`src/assert_macros.svh`:
```
// Assertion macros shared by the quoted field splitter RTL.
// No dependencies; the macros expand to nothing when SYNTH is defined.
`ifndef ASSERT_MACROS_SVH
`define ASSERT_MACROS_SVH
`ifndef SYNTH
// Property must hold at every clock edge outside reset.
`define QFS_ASSERT(label, clk, rst_n, prop) \
    label: assert property (@(posedge clk) disable iff (!(rst_n)) (prop)) \
        else $error("quoted field splitter assertion failed");
// Condition must never be seen outside reset.
`define QFS_NEVER(label, clk, rst_n, cond) \
    label: assert property (@(posedge clk) disable iff (!(rst_n)) !(cond)) \
        else $error("quoted field splitter forbidden condition seen");
`else
`define QFS_ASSERT(label, clk, rst_n, prop)
`define QFS_NEVER(label, clk, rst_n, cond)
`endif
`endif

```
`src/qfs_pkg.sv`:
```
// Package of the quoted field splitter: byte codes, register indexes, result type.
// No dependencies.
package qfs_pkg;

    // Fixed character codes.
    localparam logic [7:0] BACKSLASH_BYTE = 8'h5C;
    localparam logic [7:0] CR_BYTE        = 8'h0D;
    localparam logic [7:0] LF_BYTE        = 8'h0A;
    localparam logic [7:0] NUL_BYTE       = 8'h00;
    localparam logic [7:0] COUNT_MAX      = 8'hFF;

    // Configuration register indexes.
    localparam logic [7:0] REG_SEPARATOR   = 8'd0;
    localparam logic [7:0] REG_OPEN_QUOTE  = 8'd1;
    localparam logic [7:0] REG_CLOSE_QUOTE = 8'd2;
    localparam logic [7:0] REG_FIELD_LIMIT = 8'd3;

    // Configuration reset values.
    localparam logic [7:0] SEPARATOR_RESET   = 8'd44;
    localparam logic [7:0] OPEN_QUOTE_RESET  = 8'd34;
    localparam logic [7:0] CLOSE_QUOTE_RESET = 8'd34;
    localparam logic [7:0] FIELD_LIMIT_RESET = 8'd0;

    // One result transaction.
    typedef struct packed {
        logic       byte_valid;
        logic [7:0] out_byte;
        logic       field_done;
        logic       line_done;
        logic [7:0] fields_so_far;
    } t_result;

endpackage

```
`src/qfs_out_buf.sv`:
```
// Two-entry output buffer (output register plus skid stage) for result transactions.
// Depends on qfs_pkg for the result type.
module qfs_out_buf (
    input  logic             i_clk,
    input  logic             i_rst_n,
    input  logic             i_push,
    input  qfs_pkg::t_result i_data,
    input  logic             i_stall,
    output logic             o_full,
    output logic             o_valid,
    output qfs_pkg::t_result o_data
);

    logic             r_out_valid;
    logic             r_skid_valid;
    qfs_pkg::t_result r_out_data;
    qfs_pkg::t_result r_skid_data;
    logic             out_free;

    // The output register may load when empty or when its transaction leaves.
    assign out_free = !r_out_valid || !i_stall;

    // Control: a push only arrives while the skid stage is empty.
    always_ff @(posedge i_clk) begin
        if (!i_rst_n) begin
            r_out_valid  <= 1'b0;
            r_skid_valid <= 1'b0;
        end else if (out_free) begin
            r_out_valid  <= r_skid_valid || i_push;
            r_skid_valid <= 1'b0;
        end else if (i_push) begin
            r_skid_valid <= 1'b1;
        end
    end

    // Payload.
    always_ff @(posedge i_clk) begin
        if (out_free) begin
            r_out_data <= r_skid_valid ? r_skid_data : i_data;
        end else if (i_push) begin
            r_skid_data <= i_data;
        end
    end

    assign o_full  = r_skid_valid;
    assign o_valid = r_out_valid;
    assign o_data  = r_out_data;

endmodule

```
`src/quoted_field_splitter_top.sv`:
```
// Top level of the quoted field splitter: configuration registers, parser and output.
// Depends on qfs_pkg, qfs_out_buf and assert_macros.svh.
//
// Usage:
//   Input channel: one byte of a text line per transaction on i_in_byte,
//   accepted when i_in_valid is high and o_in_stall is low.
//   Output channel: at most one result per input byte (kept character, field
//   end, line end with the running field count), taken when o_out_valid is
//   high and i_out_stall is low. Dropped quotes, backslashes, empty fields and
//   bytes after the field limit give no result.
//   Configuration: write i_cfg_data to register i_cfg_index while i_cfg_valid
//   is high; o_cfg_ready is always high. Index 0 separator, 1 open quote,
//   2 close quote, 3 field limit. Other indexes are ignored. Write while idle.
// Timing:
//   The parser decides each byte in the cycle of acceptance; the result is
//   registered in the output register, or in the skid stage while the
//   receiver stalls, and one byte is accepted every cycle while o_in_stall
//   is low. The rate is set by the update of the line state flags and counter.
// Reset and stall:
//   Reset clears the line state and loads the register defaults. When the
//   receiver stalls, results collect in a two-entry buffer; o_in_stall rises
//   only once both entries hold a result.
module quoted_field_splitter_top (
    input  logic       i_clk,
    input  logic       i_rst_n,
    input  logic       i_in_valid,
    output logic       o_in_stall,
    input  logic [7:0] i_in_byte,
    output logic       o_out_valid,
    input  logic       i_out_stall,
    output logic       o_byte_valid,
    output logic [7:0] o_out_byte,
    output logic       o_field_done,
    output logic       o_line_done,
    output logic [7:0] o_fields_so_far,
    input  logic       i_cfg_valid,
    output logic       o_cfg_ready,
    input  logic [7:0] i_cfg_index,
    input  logic [7:0] i_cfg_data
);

    `include "assert_macros.svh"

    // Configuration registers.
    logic [7:0] r_separator;
    logic [7:0] r_open_quote;
    logic [7:0] r_close_quote;
    logic [7:0] r_field_limit;

    // Line state.
    logic       r_quoted, n_quoted;
    logic       r_escape, n_escape;
    logic       r_has_chars, n_has_chars;
    logic [7:0] r_count, n_count;
    logic       r_discard, n_discard;

    logic             in_accept;
    logic             buf_full;
    logic             push;
    logic             is_term;
    logic [7:0]       count_inc;
    logic             limit_hit;
    qfs_pkg::t_result res;
    qfs_pkg::t_result out_data;

    assign o_cfg_ready = 1'b1;
    assign o_in_stall  = buf_full;
    assign in_accept   = i_in_valid && !buf_full;

    // Register writes; unknown indexes fall through without effect.
    always_ff @(posedge i_clk) begin
        if (!i_rst_n) begin
            r_separator   <= qfs_pkg::SEPARATOR_RESET;
            r_open_quote  <= qfs_pkg::OPEN_QUOTE_RESET;
            r_close_quote <= qfs_pkg::CLOSE_QUOTE_RESET;
            r_field_limit <= qfs_pkg::FIELD_LIMIT_RESET;
        end else if (i_cfg_valid) begin
            unique case (i_cfg_index)
                qfs_pkg::REG_SEPARATOR:   r_separator   <= i_cfg_data;
                qfs_pkg::REG_OPEN_QUOTE:  r_open_quote  <= i_cfg_data;
                qfs_pkg::REG_CLOSE_QUOTE: r_close_quote <= i_cfg_data;
                qfs_pkg::REG_FIELD_LIMIT: r_field_limit <= i_cfg_data;
                default: ;
            endcase
        end
    end

    // Shared helpers: terminator detect and saturating field count.
    assign is_term = (i_in_byte == qfs_pkg::NUL_BYTE) || (i_in_byte == qfs_pkg::CR_BYTE) ||
                     (i_in_byte == qfs_pkg::LF_BYTE);
    assign count_inc = (r_count != qfs_pkg::COUNT_MAX) ? r_count + 8'd1 : r_count;
    assign limit_hit = (r_field_limit != 8'd0) && (count_inc >= r_field_limit);

    // Per-byte decision, in priority order: discard, terminator, literal,
    // separator, backslash, open quote, close quote, ordinary byte.
    always_comb begin
        n_quoted    = r_quoted;
        n_escape    = r_escape;
        n_has_chars = r_has_chars;
        n_count     = r_count;
        n_discard   = r_discard;
        push        = 1'b0;
        res         = '0;
        res.fields_so_far = r_count;
        if (r_discard) begin
            if (is_term) begin
                n_quoted    = 1'b0;
                n_escape    = 1'b0;
                n_has_chars = 1'b0;
                n_count     = 8'd0;
                n_discard   = 1'b0;
            end
        end else if (is_term) begin
            push              = 1'b1;
            res.line_done     = 1'b1;
            res.field_done    = r_has_chars;
            res.fields_so_far = r_has_chars ? count_inc : r_count;
            n_quoted    = 1'b0;
            n_escape    = 1'b0;
            n_has_chars = 1'b0;
            n_count     = 8'd0;
            n_discard   = 1'b0;
        end else if (r_escape) begin
            n_escape       = 1'b0;
            n_has_chars    = 1'b1;
            push           = 1'b1;
            res.byte_valid = 1'b1;
            res.out_byte   = i_in_byte;
        end else if ((i_in_byte == r_separator) && !r_quoted) begin
            if (r_has_chars) begin
                push              = 1'b1;
                res.field_done    = 1'b1;
                res.fields_so_far = count_inc;
                n_count           = count_inc;
                n_has_chars       = 1'b0;
                if (limit_hit) begin
                    res.line_done = 1'b1;
                    n_quoted      = 1'b0;
                    n_escape      = 1'b0;
                    n_discard     = 1'b1;
                end
            end
        end else if (i_in_byte == qfs_pkg::BACKSLASH_BYTE) begin
            n_escape = 1'b1;
        end else if (!r_quoted && (i_in_byte == r_open_quote)) begin
            n_quoted = 1'b1;
        end else if (r_quoted && (i_in_byte == r_close_quote)) begin
            n_quoted = 1'b0;
        end else begin
            n_has_chars    = 1'b1;
            push           = 1'b1;
            res.byte_valid = 1'b1;
            res.out_byte   = i_in_byte;
        end
    end

    // Line state advances on each accepted byte.
    always_ff @(posedge i_clk) begin
        if (!i_rst_n) begin
            r_quoted    <= 1'b0;
            r_escape    <= 1'b0;
            r_has_chars <= 1'b0;
            r_count     <= 8'd0;
            r_discard   <= 1'b0;
        end else if (in_accept) begin
            r_quoted    <= n_quoted;
            r_escape    <= n_escape;
            r_has_chars <= n_has_chars;
            r_count     <= n_count;
            r_discard   <= n_discard;
        end
    end

    // Result buffer towards the receiver.
    qfs_out_buf u_out_buf (
        .i_clk   (i_clk),
        .i_rst_n (i_rst_n),
        .i_push  (in_accept && push),
        .i_data  (res),
        .i_stall (i_out_stall),
        .o_full  (buf_full),
        .o_valid (o_out_valid),
        .o_data  (out_data)
    );

    assign o_byte_valid    = out_data.byte_valid;
    assign o_out_byte      = out_data.out_byte;
    assign o_field_done    = out_data.field_done;
    assign o_line_done     = out_data.line_done;
    assign o_fields_so_far = out_data.fields_so_far;

    // A kept character never carries a field or line end.
    `QFS_NEVER(a_char_no_end, i_clk, i_rst_n, o_out_valid && o_byte_valid && (o_field_done || o_line_done))
    // A field end always reports at least one field.
    `QFS_ASSERT(a_done_counts, i_clk, i_rst_n, (o_out_valid && o_field_done) |-> (o_fields_so_far != 8'd0))
    // While discarding, quote and escape state stay cleared.
    `QFS_ASSERT(a_discard_clean, i_clk, i_rst_n, r_discard |-> (!r_quoted && !r_escape))
    // A pending literal is consumed by the next accepted byte.
    `QFS_ASSERT(a_escape_used, i_clk, i_rst_n, (in_accept && r_escape && !r_discard) |=> !r_escape)

endmodule

```
`config.mk`:
```
export PLATFORM = sky130hd
export DESIGN_NAME = quoted_field_splitter_top
export DESIGN_NICKNAME = d
export VERILOG_FILES = /design/src/qfs_pkg.sv /design/src/qfs_out_buf.sv /design/src/quoted_field_splitter_top.sv
export VERILOG_INCLUDE_DIRS = /design/src /design/src/src
export SDC_FILE = /design/constraint.sdc
export NUM_CORES = 1
export LEC_CHECK = 0
export BUFFER_PORTS_ARGS = -buffer_cell sky130_fd_sc_hd__buf_2
export CAP_MARGIN = 20
export CORE_ASPECT_RATIO = 1.25
export CORE_MARGIN = 2
export CORE_UTILIZATION = 25
export DETAILED_ROUTE_END_ITERATION = 8
export SLEW_MARGIN = 30
export SYNTH_ARGS = -nofsm -noshare
export SYNTH_HDL_FRONTEND = slang
export SYNTH_HIERARCHICAL = 1
export SYNTH_SLANG_ARGS = --single-unit
```
`constraint.sdc`:
```
create_clock -name i_clk -period 5.58 [get_ports i_clk]
set_input_delay 1.674 -clock i_clk [delete_from_list [all_inputs] [get_ports i_clk]]
set_output_delay 1.674 -clock i_clk [all_outputs]
set_load 0.02 [all_outputs]
```
[After elaboration in Yosys (flattened, before gate mapping)]
Index checks and enable logic that the tools add are counted.
Cells by class
  $add $sub $neg: 1
  magnitude comparators: 1
  equal/unequal tests: 18
  mux-type cells: 56
  bitwise gates (word level): 2
  reduce and logical (&&, ||, !) cells: 29
Operator list (count)
  $mux 8: 7
  $mux 9: 6
  $mux 10: 4
  $mux 19: 2
  $mux 1: 37
  $eq 8x8->1: 3
  $eq 8x2->1 const B: 2
  $eq 8x4->1 const B: 2
  $logic_not 8->1: 2
  $ne 4x4->1 const B: 3
  $reduce_and 2->1: 6
  $ne 3x3->1 const B: 3
  $add 8x1->8 const B: 1
  $eq 8x1->1 const B: 1
  $eq 8x7->1 const B: 1
  $ge 8x8->1: 1
  $ne 8x8->1 const B: 1
  $reduce_bool 8->1: 1
  $reduce_and 7->1: 1
  $logic_and 1x1->1: 6
  $reduce_and 5->1: 1
  $logic_not 1->1: 4
  $logic_or 1x1->1: 4
  $ne 2x1->1 const B: 2
  5 further kinds: 6
Storage, ports and cells
  bits in registers: 84
  word-level logic and storage cells: 128

[Logic depth before layout (Yosys ltp)]
Gate-level depths: netlist of run 1.
  depth in word-level cells: 11
  depth in mapped cells: 13
  gate-level depth less buffers: 12

[Modules after synthesis]
The synthesis of run 1 kept the hierarchy.
Modules (own cells, without submodules)
  quoted_field_splitter_top: times used 1, cells each 344, area each 2889.0 µm², seq. area each 880.8 µm²
  qfs_out_buf: times used 1, cells each 66, area each 1530.2 µm², seq. area each 1181.1 µm²

[Worst setup path after synthesis of run 1]
No wires, ideal clock.
  path type: input-to-reg
  start point: in i_in_byte[0]
  end point: reg u_out_buf/r_skid_data[0] in the netlist's numbering (enable)
  setup time: 0.377 ns
  arrival time: 3.651 ns
  required time: 5.203 ns
  path slack: 1.552 ns
  cell stages on the path: 7
  cell sequence: buf_2 -> xor2_1 -> nor4_4 -> and3_2 -> o31a_1 -> a311oi_1 -> and3_1
On the way
  cells in the longest elaborated chain, start to end: 11
  elaborated cells between the ends (all ways): 21
  classes of those cells: eq/ne (6); mux (7); reduce/logical (8)
Ends and longest elaborated chain
  start: declaration: line quoted_field_splitter_top.sv:28  | input logic [7:0] i_in_byte,
  $eq 8x8->1: line quoted_field_splitter_top.sv:147  | end else if (r_quoted && (i_in_byte == r_close_quote)) begin
  $logic_and 1x1->1: line quoted_field_splitter_top.sv:147
  $mux 1: line quoted_field_splitter_top.sv:147
  $mux 1: line quoted_field_splitter_top.sv:145  | end else if (!r_quoted && (i_in_byte == r_open_quote)) begin
  $mux 1: line quoted_field_splitter_top.sv:143  | end else if (i_in_byte == qfs_pkg::BACKSLASH_BYTE) begin
  $mux 1: line quoted_field_splitter_top.sv:129  | end else if ((i_in_byte == r_separator) && !r_quoted) begin
  $mux 1: line quoted_field_splitter_top.sv:123  | end else if (r_escape) begin
  $mux 1 (*): line quoted_field_splitter_top.sv:113  | end else if (is_term) begin
  $mux 1 (*): line quoted_field_splitter_top.sv:105  | if (r_discard) begin
  $logic_and 1x1->1 (*): line quoted_field_splitter_top.sv:178  | .i_push (in_accept && push),
  $reduce_and 2->1 (no source line) (*)
  end signal: assignment: line qfs_out_buf.sv:41  | r_skid_data <= i_data;
  end: declaration: line qfs_out_buf.sv:17  | qfs_pkg::t_result r_skid_data;
Mark *: on every way between the ends. The rest lies on a longest branch, timed or not.
A chain may end at the register's enable or synchronous reset.

[Worst setup path in the final report of run 1]
  start point: in i_in_byte[3]
  end point: reg u_out_buf/r_skid_data[7] in the netlist's numbering (enable)
The elaborated chain is that of the path after synthesis.

==> run metrics, run 1 <==
amount of wire on met3 after detailed routing=619 µm; placed cell areas=4820 µm²; start point of the worst min-delay path=r_field_limit[6]; Avg Cell Area, Syn=10.8 µm²; type of element capturing the critical path=flop; proportion of layout cells with a drive suffix above 1=23.9%; unrepaired setup endpoints after global routing=false; hold_buf cts=0; number of clock buffers inserted by TritonCTS=9; areal power density over the cells=270 nW/µm²; required time at the worst-slack endpoint=5.54 ns; initial drt markers=185; post-CTS setup-driven buffer insertion count=0; count of antenna-violating nets left after detailed routing=0; post-synthesis cell type with the largest combined area=sky130_fd_sc_hd__edfxtp_1; critical path peak fanout=19; htree depth=3; total number of yosys warnings=6; Period minus WS final=4.02 ns; TritonCTS clock tree=yes; wire length on met1=3.84 mm; hold violation count in the final report=0; type of element launching the critical path=input port; detailed-route vias per instance=4.51; overall die height=153 µm; worst vdd ir=0.125 mV; status=finished clean; final routed DRC violation total=0; via count of the routed design=3049; origin of the worst setup path=i_in_byte[3]; Port Buffers=49; number of antenna violations at the first check in global routing=1; area growth from synthesis to layout=16.0%; global placement routability congestion=0.809; start of the worst register-to-register path=r_count[1]; transition at the pin with the smallest max-transition slack=0.870 ns; register clock-pin slew on the reported worst setup and hold paths=0.06 ns; area of all placed cells without fillers=5130 µm²; setup slack of the critical path after layout=1.56 ns; total of endpoints with negative setup slack in the final report=0; global-route wire length before repair=15.5 mm; maximum clock frequency=249 MHz; vias in the first global route=3102; class of the tightest hold or removal check=reg -> reg; detailed-placement wirelength estimate=7.41 mm; count of maximum capacitance violations=0; highest cell delay on the worst timing path=0.81 ns; combined area of all synthesized cells=4420 µm²; buffer type at the clock tree root=sky130_fd_sc_hd__clkbuf_16; most frequent cells in the layout=49 x sky130_fd_sc_hd__nand2_1, 49 x sky130_fd_sc_hd__buf_2, 46 x sky130_fd_sc_hd__dfxtp_1; IO Pins=51; setup_tns=0 ns; ordered cell list for the critical path=buf_2 -> xor2_1 -> nor4_4 -> and3_2 -> o31a_1 -> a311oi_1 -> and3_1; starting density of the core=25.5%; Die W=123 µm; detailed-routed wire length on met2=4.90 mm; number of antenna cells inserted=0; Overflow after GRT=0; leakage=1.93 nW; Post-Route WL=9.54 mm; max-slew violations=0; average wire per standard cell=14.1 µm; count of different cell masters after synthesis=63; category of the most critical setup path=in -> reg; nets=485; Arrival @ worst endpoint=3.98 ns; Post-Place Setup Slack=1.20 ns; count of mapped cells out of synthesis=410; buffers from clock root to sink, at most=2; core area=17400 µm²; number of synthesized flops with an enable pin=38; final worst-path cycle share=72.0%; main flop type after synthesis=sky130_fd_sc_hd__dfxtp_1; worst skew pair latency=0.34 ns; area of the die=18800 µm²; Resized cells post-CTS=0; pin count of the biggest net entering global routing=48; proportion of netlist area held by the largest area contributor=25.8%; cell with the largest stage delay on the worst path=sky130_fd_sc_hd__and3_1; Max-slew headroom=41.9%; worst clock skew on the final layout=0.00727 ns; post-synthesis sequential area ratio=46.7%; global routing usage summed across all routing layers=10.6%; Yosys reg bits=84; FP Rows=54; share of async-settable or async-resettable flops after synthesis=0%; number of optimization iterations in the first detailed-route pass=4; Filler Cells Inserted=1775; nets in the synthesized netlist=448; sinks on the clock net=84; uppermost signal routing layer after detailed routing=met5; Area contributors post-synth=sky130_fd_sc_hd__edfxtp_1 26%, sky130_fd_sc_hd__dfxtp_1 21%, sky130_fd_sc_hd__mux2_4 6.8%
flip-flops by register name, summed over array words and instances, names as in the netlist, 8 cells and up:
name / flops
r_separator: 8
r_count: 8
r_field_limit: 8
r_close_quote: 8
u_out_buf/r_skid_data: 19
r_open_quote: 8
u_out_buf/o_data: 19
metrics by stage:
step / total power [mW] / hold WS, ns / cells / util [%]
after floorplan: 0.743 / 0.454 / 410 / -
after global placement: 0.773 / 0.470 / 660 / 27.7
after detailed placement: 0.776 / 0.482 / 660 / 27.7
after CTS: 1.40 / 0.488 / 676 / 29.5
after global routing: 1.44 / 0.519 / 676 / 29.5
final: 1.38 / 0.481 / 676 / 29.5
routing by layer:
layer	vias to the layer above	GRT usage, %
li1	1521	-
met1	1430	11.6
met2	81	18.3
met3	15	3.63
met4	2	4.60
met5	-	0
kinds of logic after synthesis:
kind of cell / count (synthesis) / synth area share (%)
and+or+nand+nor: 147 / 18.8
DFF: 84 / 46.7
AOI/OAI and AO/OA: 56 / 9.40
muxes: 42 / 11.9
buffers and inverters: 42 / 4.67
xor gates and xnor gates: 29 / 5.92
adders and majority gates: 9 / 2.55
other: 1 / 0.0849
Yosys cell counts (4+ instances only):
cell and count:
sky130_fd_sc_hd__a21boi_0 14, sky130_fd_sc_hd__a21oi_1 10, sky130_fd_sc_hd__a22o_1 4, sky130_fd_sc_hd__and2_1 13, sky130_fd_sc_hd__and3_1 4, sky130_fd_sc_hd__buf_2 9, sky130_fd_sc_hd__buf_6 4, sky130_fd_sc_hd__clkbuf_1 9
sky130_fd_sc_hd__dfxtp_1 46, sky130_fd_sc_hd__edfxtp_1 38, sky130_fd_sc_hd__ha_1 9, sky130_fd_sc_hd__inv_1 17, sky130_fd_sc_hd__mux2_2 5, sky130_fd_sc_hd__mux2_4 20, sky130_fd_sc_hd__mux2i_1 17, sky130_fd_sc_hd__nand2_1 49
sky130_fd_sc_hd__nand3_1 14, sky130_fd_sc_hd__nand4_1 8, sky130_fd_sc_hd__nor2_1 11, sky130_fd_sc_hd__nor2b_1 12, sky130_fd_sc_hd__nor3_1 7, sky130_fd_sc_hd__o21ai_0 5, sky130_fd_sc_hd__or2_2 4, sky130_fd_sc_hd__xnor2_1 21
sky130_fd_sc_hd__xor2_1 7
cell type report:
type                            count  area [µm²]  area share (%)
Clock buffer                       12         236            4.61
Clock inverter                      4        73.8            1.44
Inverter                           17        63.8            1.24
Multi-Input combinational cell    284        2150            41.9
Sequential cell                    84        2060            40.2
Tap cell                          224         280            5.47
Timing Repair Buffer               51         260            5.08
critical path, delay by kind of cell:
family                 cells  cell delay (ns)
AND/OR/NAND/NOR            3             1.11
buffers and inverters      1             0.16
AO/OA/AOI/OAI              2             0.75
XOR/XNOR                   1             0.29
power by group:
| group | switching [mW] | leakage (nW) | internal, mW | total [mW] |
|---|---|---|---|---|
| clock | 0.230 | 0.151 | 0.392 | 0.623 |
| combinational | 0.0600 | 1.03 | 0.0381 | 0.0981 |
| sequential | 0.00560 | 0.757 | 0.657 | 0.663 |
| total | 0.296 | 1.93 | 1.09 | 1.38 |
final timing paths:
| kind | endpoint | slack [ns] | cells after the start |
|---|---|---|---|
| max | u_out_buf/r_skid_data[7] | 1.56 | 7 |
| min | r_field_limit[6] | 0.48 | 2 |
| max reg2reg | u_out_buf/o_data[8] | 1.68 | 12 |
| min reg2reg | r_field_limit[6] | 0.48 | 2 |
No activity file was read; power rests on OpenSTA's default activity.
==> run 2: changes to the inputs <==
==> constraint.sdc (replaced) <==
create_clock -name i_clk -period 3.9 [get_ports i_clk]
set_input_delay 1.17 -clock i_clk [delete_from_list [all_inputs] [get_ports i_clk]]
set_output_delay 1.17 -clock i_clk [all_outputs]
set_load 0.02 [all_outputs]
==> run metrics, run 2 (synthesized netlist as in run 1, its figures left out) <==
max-slew violations=0 (unchanged); core area=17400 µm² (unchanged); number of optimization iterations in the first detailed-route pass=4 (unchanged); post-CTS setup-driven buffer insertion count=0 (unchanged); vias in the first global route=3136 (was 3102); Overflow after GRT=0 (unchanged); final worst-path cycle share=88.4%; count of maximum capacitance violations=0 (unchanged); cell class contributing the biggest share of worst-path delay=compound AO/OA/AOI/OAI gates (was simple AND/OR/NAND/NOR gates); average wire per standard cell=13.7 µm (was 14.1 µm); pin count of the biggest net entering global routing=34 (was 48); status=finished clean (unchanged); Arrival @ worst endpoint=3.54 ns (was 3.98 ns); nets=490 (was 485); number of antenna cells inserted=0 (unchanged); category of the most critical setup path=reg -> reg (was in -> reg); transition at the pin with the smallest max-transition slack=0.865 ns (was 0.870 ns); Period minus WS final=3.45 ns; worst skew pair latency=0.34 ns (about the same); htree depth=3 (unchanged); count of antenna-violating nets left after detailed routing=0 (unchanged); Resized cells post-CTS=0 (unchanged); detailed-routed wire length on met2=4.76 mm (was 4.90 mm); via count of the routed design=3121 (was 3049); switching component of the power=0.448 mW (was 0.296 mW); Die W=123 µm (unchanged); TritonCTS clock tree=yes (unchanged); number of antenna violations at the first check in global routing=2 (was 1); setup_tns=0 ns (unchanged); sinks on the clock net=84 (unchanged); total power=1.94 mW (was 1.38 mW); initial drt markers=188 (was 185); proportion of layout cells with a drive suffix above 1=25.4% (was 23.9%); final routed DRC violation total=0 (unchanged); overall die height=153 µm (unchanged); share of total power in the clock network=43.7% (was 45.0%); FP Rows=54 (unchanged); worst path buffer plus inverter count=0 (was 1); unrepaired setup endpoints after global routing=false (unchanged); worst clock skew on the final layout=0.00601 ns (was 0.00727 ns); buffers from clock root to sink, at most=2 (unchanged); cell with the largest stage delay on the worst path=sky130_fd_sc_hd__dfxtp_1 (was sky130_fd_sc_hd__and3_1); number of clock buffers inserted by TritonCTS=9 (unchanged); sequential share of power=48.9% (was 47.9%); IO Pins=51 (unchanged); required time at the worst-slack endpoint=3.99 ns (was 5.54 ns); worst vdd ir=0.183 mV (was 0.125 mV); Worst path most repeated cell=sky130_fd_sc_hd__ha_1; most frequent cells in the layout=49 x sky130_fd_sc_hd__nand2_1, 49 x sky130_fd_sc_hd__buf_2, 46 x sky130_fd_sc_hd__dfxtp_1 (unchanged); total of endpoints with negative setup slack in the final report=0 (unchanged); Max-slew headroom=42.2% (was 41.9%); uppermost signal routing layer after detailed routing=met5 (unchanged); share of total power consumed by net switching=23.2% (was 21.4%); leakage=1.96 nW (was 1.93 nW); placed instance count=665 (was 660); global routing usage summed across all routing layers=10.2% (was 10.6%); buffer type at the clock tree root=sky130_fd_sc_hd__clkbuf_16 (unchanged); areal power density over the cells=375 nW/µm² (was 270 nW/µm²); Comb power frac=7.3% (was 7.1%); hold violation count in the final report=0 (unchanged); amount of wire on met3 after detailed routing=658 µm (was 619 µm); area growth from synthesis to layout=16.7% (was 16.0%); starting density of the core=25.5% (unchanged); Post-Route WL=9.34 mm (was 9.54 mm); maximum clock frequency=290 MHz; number of cells in the finished layout apart from fillers=681 (was 676); detailed-placement wirelength estimate=7.32 mm (was 7.41 mm); register clock-pin slew on the reported worst setup and hold paths=0.06 ns (about the same); wire length on met1=3.74 mm (was 3.84 mm); hold_buf cts=0 (unchanged); critical path peak fanout=7 (was 19); detailed-route vias per instance=4.58 (was 4.51); type of element capturing the critical path=flop (unchanged); Filler Cells Inserted=1745 (was 1775); Port Buffers=49 (unchanged); final core utilization=29.7% (was 29.5%); area of the die=18800 µm² (unchanged); internal power of the cells=1.49 mW (was 1.09 mW); ordered cell list for the critical path=ha_1 -> and3_1 -> nand4_1 -> mux2_2 -> ha_1 -> a21o_1 -> a211oi_1 -> nor3_1 -> o311ai_1 -> a21oi_1 -> mux2_4 (was buf_2 -> xor2_1 -> nor4_4 -> and3_2 -> o31a_1 -> a311oi_1 -> and3_1); global placement routability congestion=0.832 (was 0.809); highest cell delay on the worst timing path=0.45 ns (was 0.81 ns); type of element launching the critical path=flop (was input port); global-route wire length before repair=15.2 mm (was 15.5 mm); class of the tightest hold or removal check=reg -> reg (unchanged)
[run 2: cell count changes in the layout (fill, tap and decap cells not counted), sizes merged]
cell and delta:
buf +5, bufinv -2, inv +2, clkbuf -1, clkinvlp +1
[run 2: final timing paths]
path / slack (ns) / from / to / depth (start not counted)
max reg2reg: 0.45 / r_count[0] / u_out_buf/o_data[8] / 11
min: 0.48 / r_field_limit[5] / r_field_limit[5] / 2
max: 0.45 / r_count[0] / u_out_buf/o_data[8] / 11
min reg2reg: 0.48 / r_field_limit[5] / r_field_limit[5] / 2
[run 2: worst register-to-register path: cells and delay by family, from the launching register on]
kind,cells,cell delay [ns]
compound gates,4,0.94
mux,2,0.66
simple gates,3,0.63
fa+ha+maj,2,0.52
flops,1,0.45
[run 2: area by class of cell]
| type | instances | area (µm²) | share of cell area (%) |
|---|---|---|---|
| Timing Repair Buffer | 56 | 298 | 5.77 |
| Sequential cell | 84 | 2060 | 40.0 |
| Clock buffer | 11 | 264 | 5.12 |
| Tap cell | 224 | 280 | 5.43 |
| Clock inverter | 5 | 38.8 | 0.752 |
| Multi-Input combinational cell | 284 | 2150 | 41.7 |
| Inverter | 17 | 63.8 | 1.24 |
[run 2: metal layers]
| metal | up-vias | track usage, % |
|---|---|---|
| li1 | 1533 | - |
| met1 | 1468 | 11.2 |
| met2 | 99 | 17.5 |
| met3 | 19 | 3.33 |
| met4 | 2 | 5.04 |
| met5 | - | 0 |
[run 2: stage by stage]
step | area, µm² | hold WS (ns) | setup WS (ns)
6_report | 5160 | 0.483 | 0.452
5_1_grt | 5160 | 0.491 | 0.198
4_1_cts | 5160 | 0.482 | 0.457
3_5_place_dp | 4850 | 0.474 | 0.365
3_3_place_gp | 4850 | 0.464 | 0.384
2_1_floorplan | 4420 | 0.454 | 0.376
[run 2: power by group through the flow]
stage	sequential (mW)	clock, mW	combinational, mW
floorplan	0.985	0	0.0782
global placement	0.967	0	0.142
detailed placement	0.967	0	0.143
CTS	0.948	0.867	0.144
global route	0.949	0.911	0.154
finish	0.948	0.847	0.142
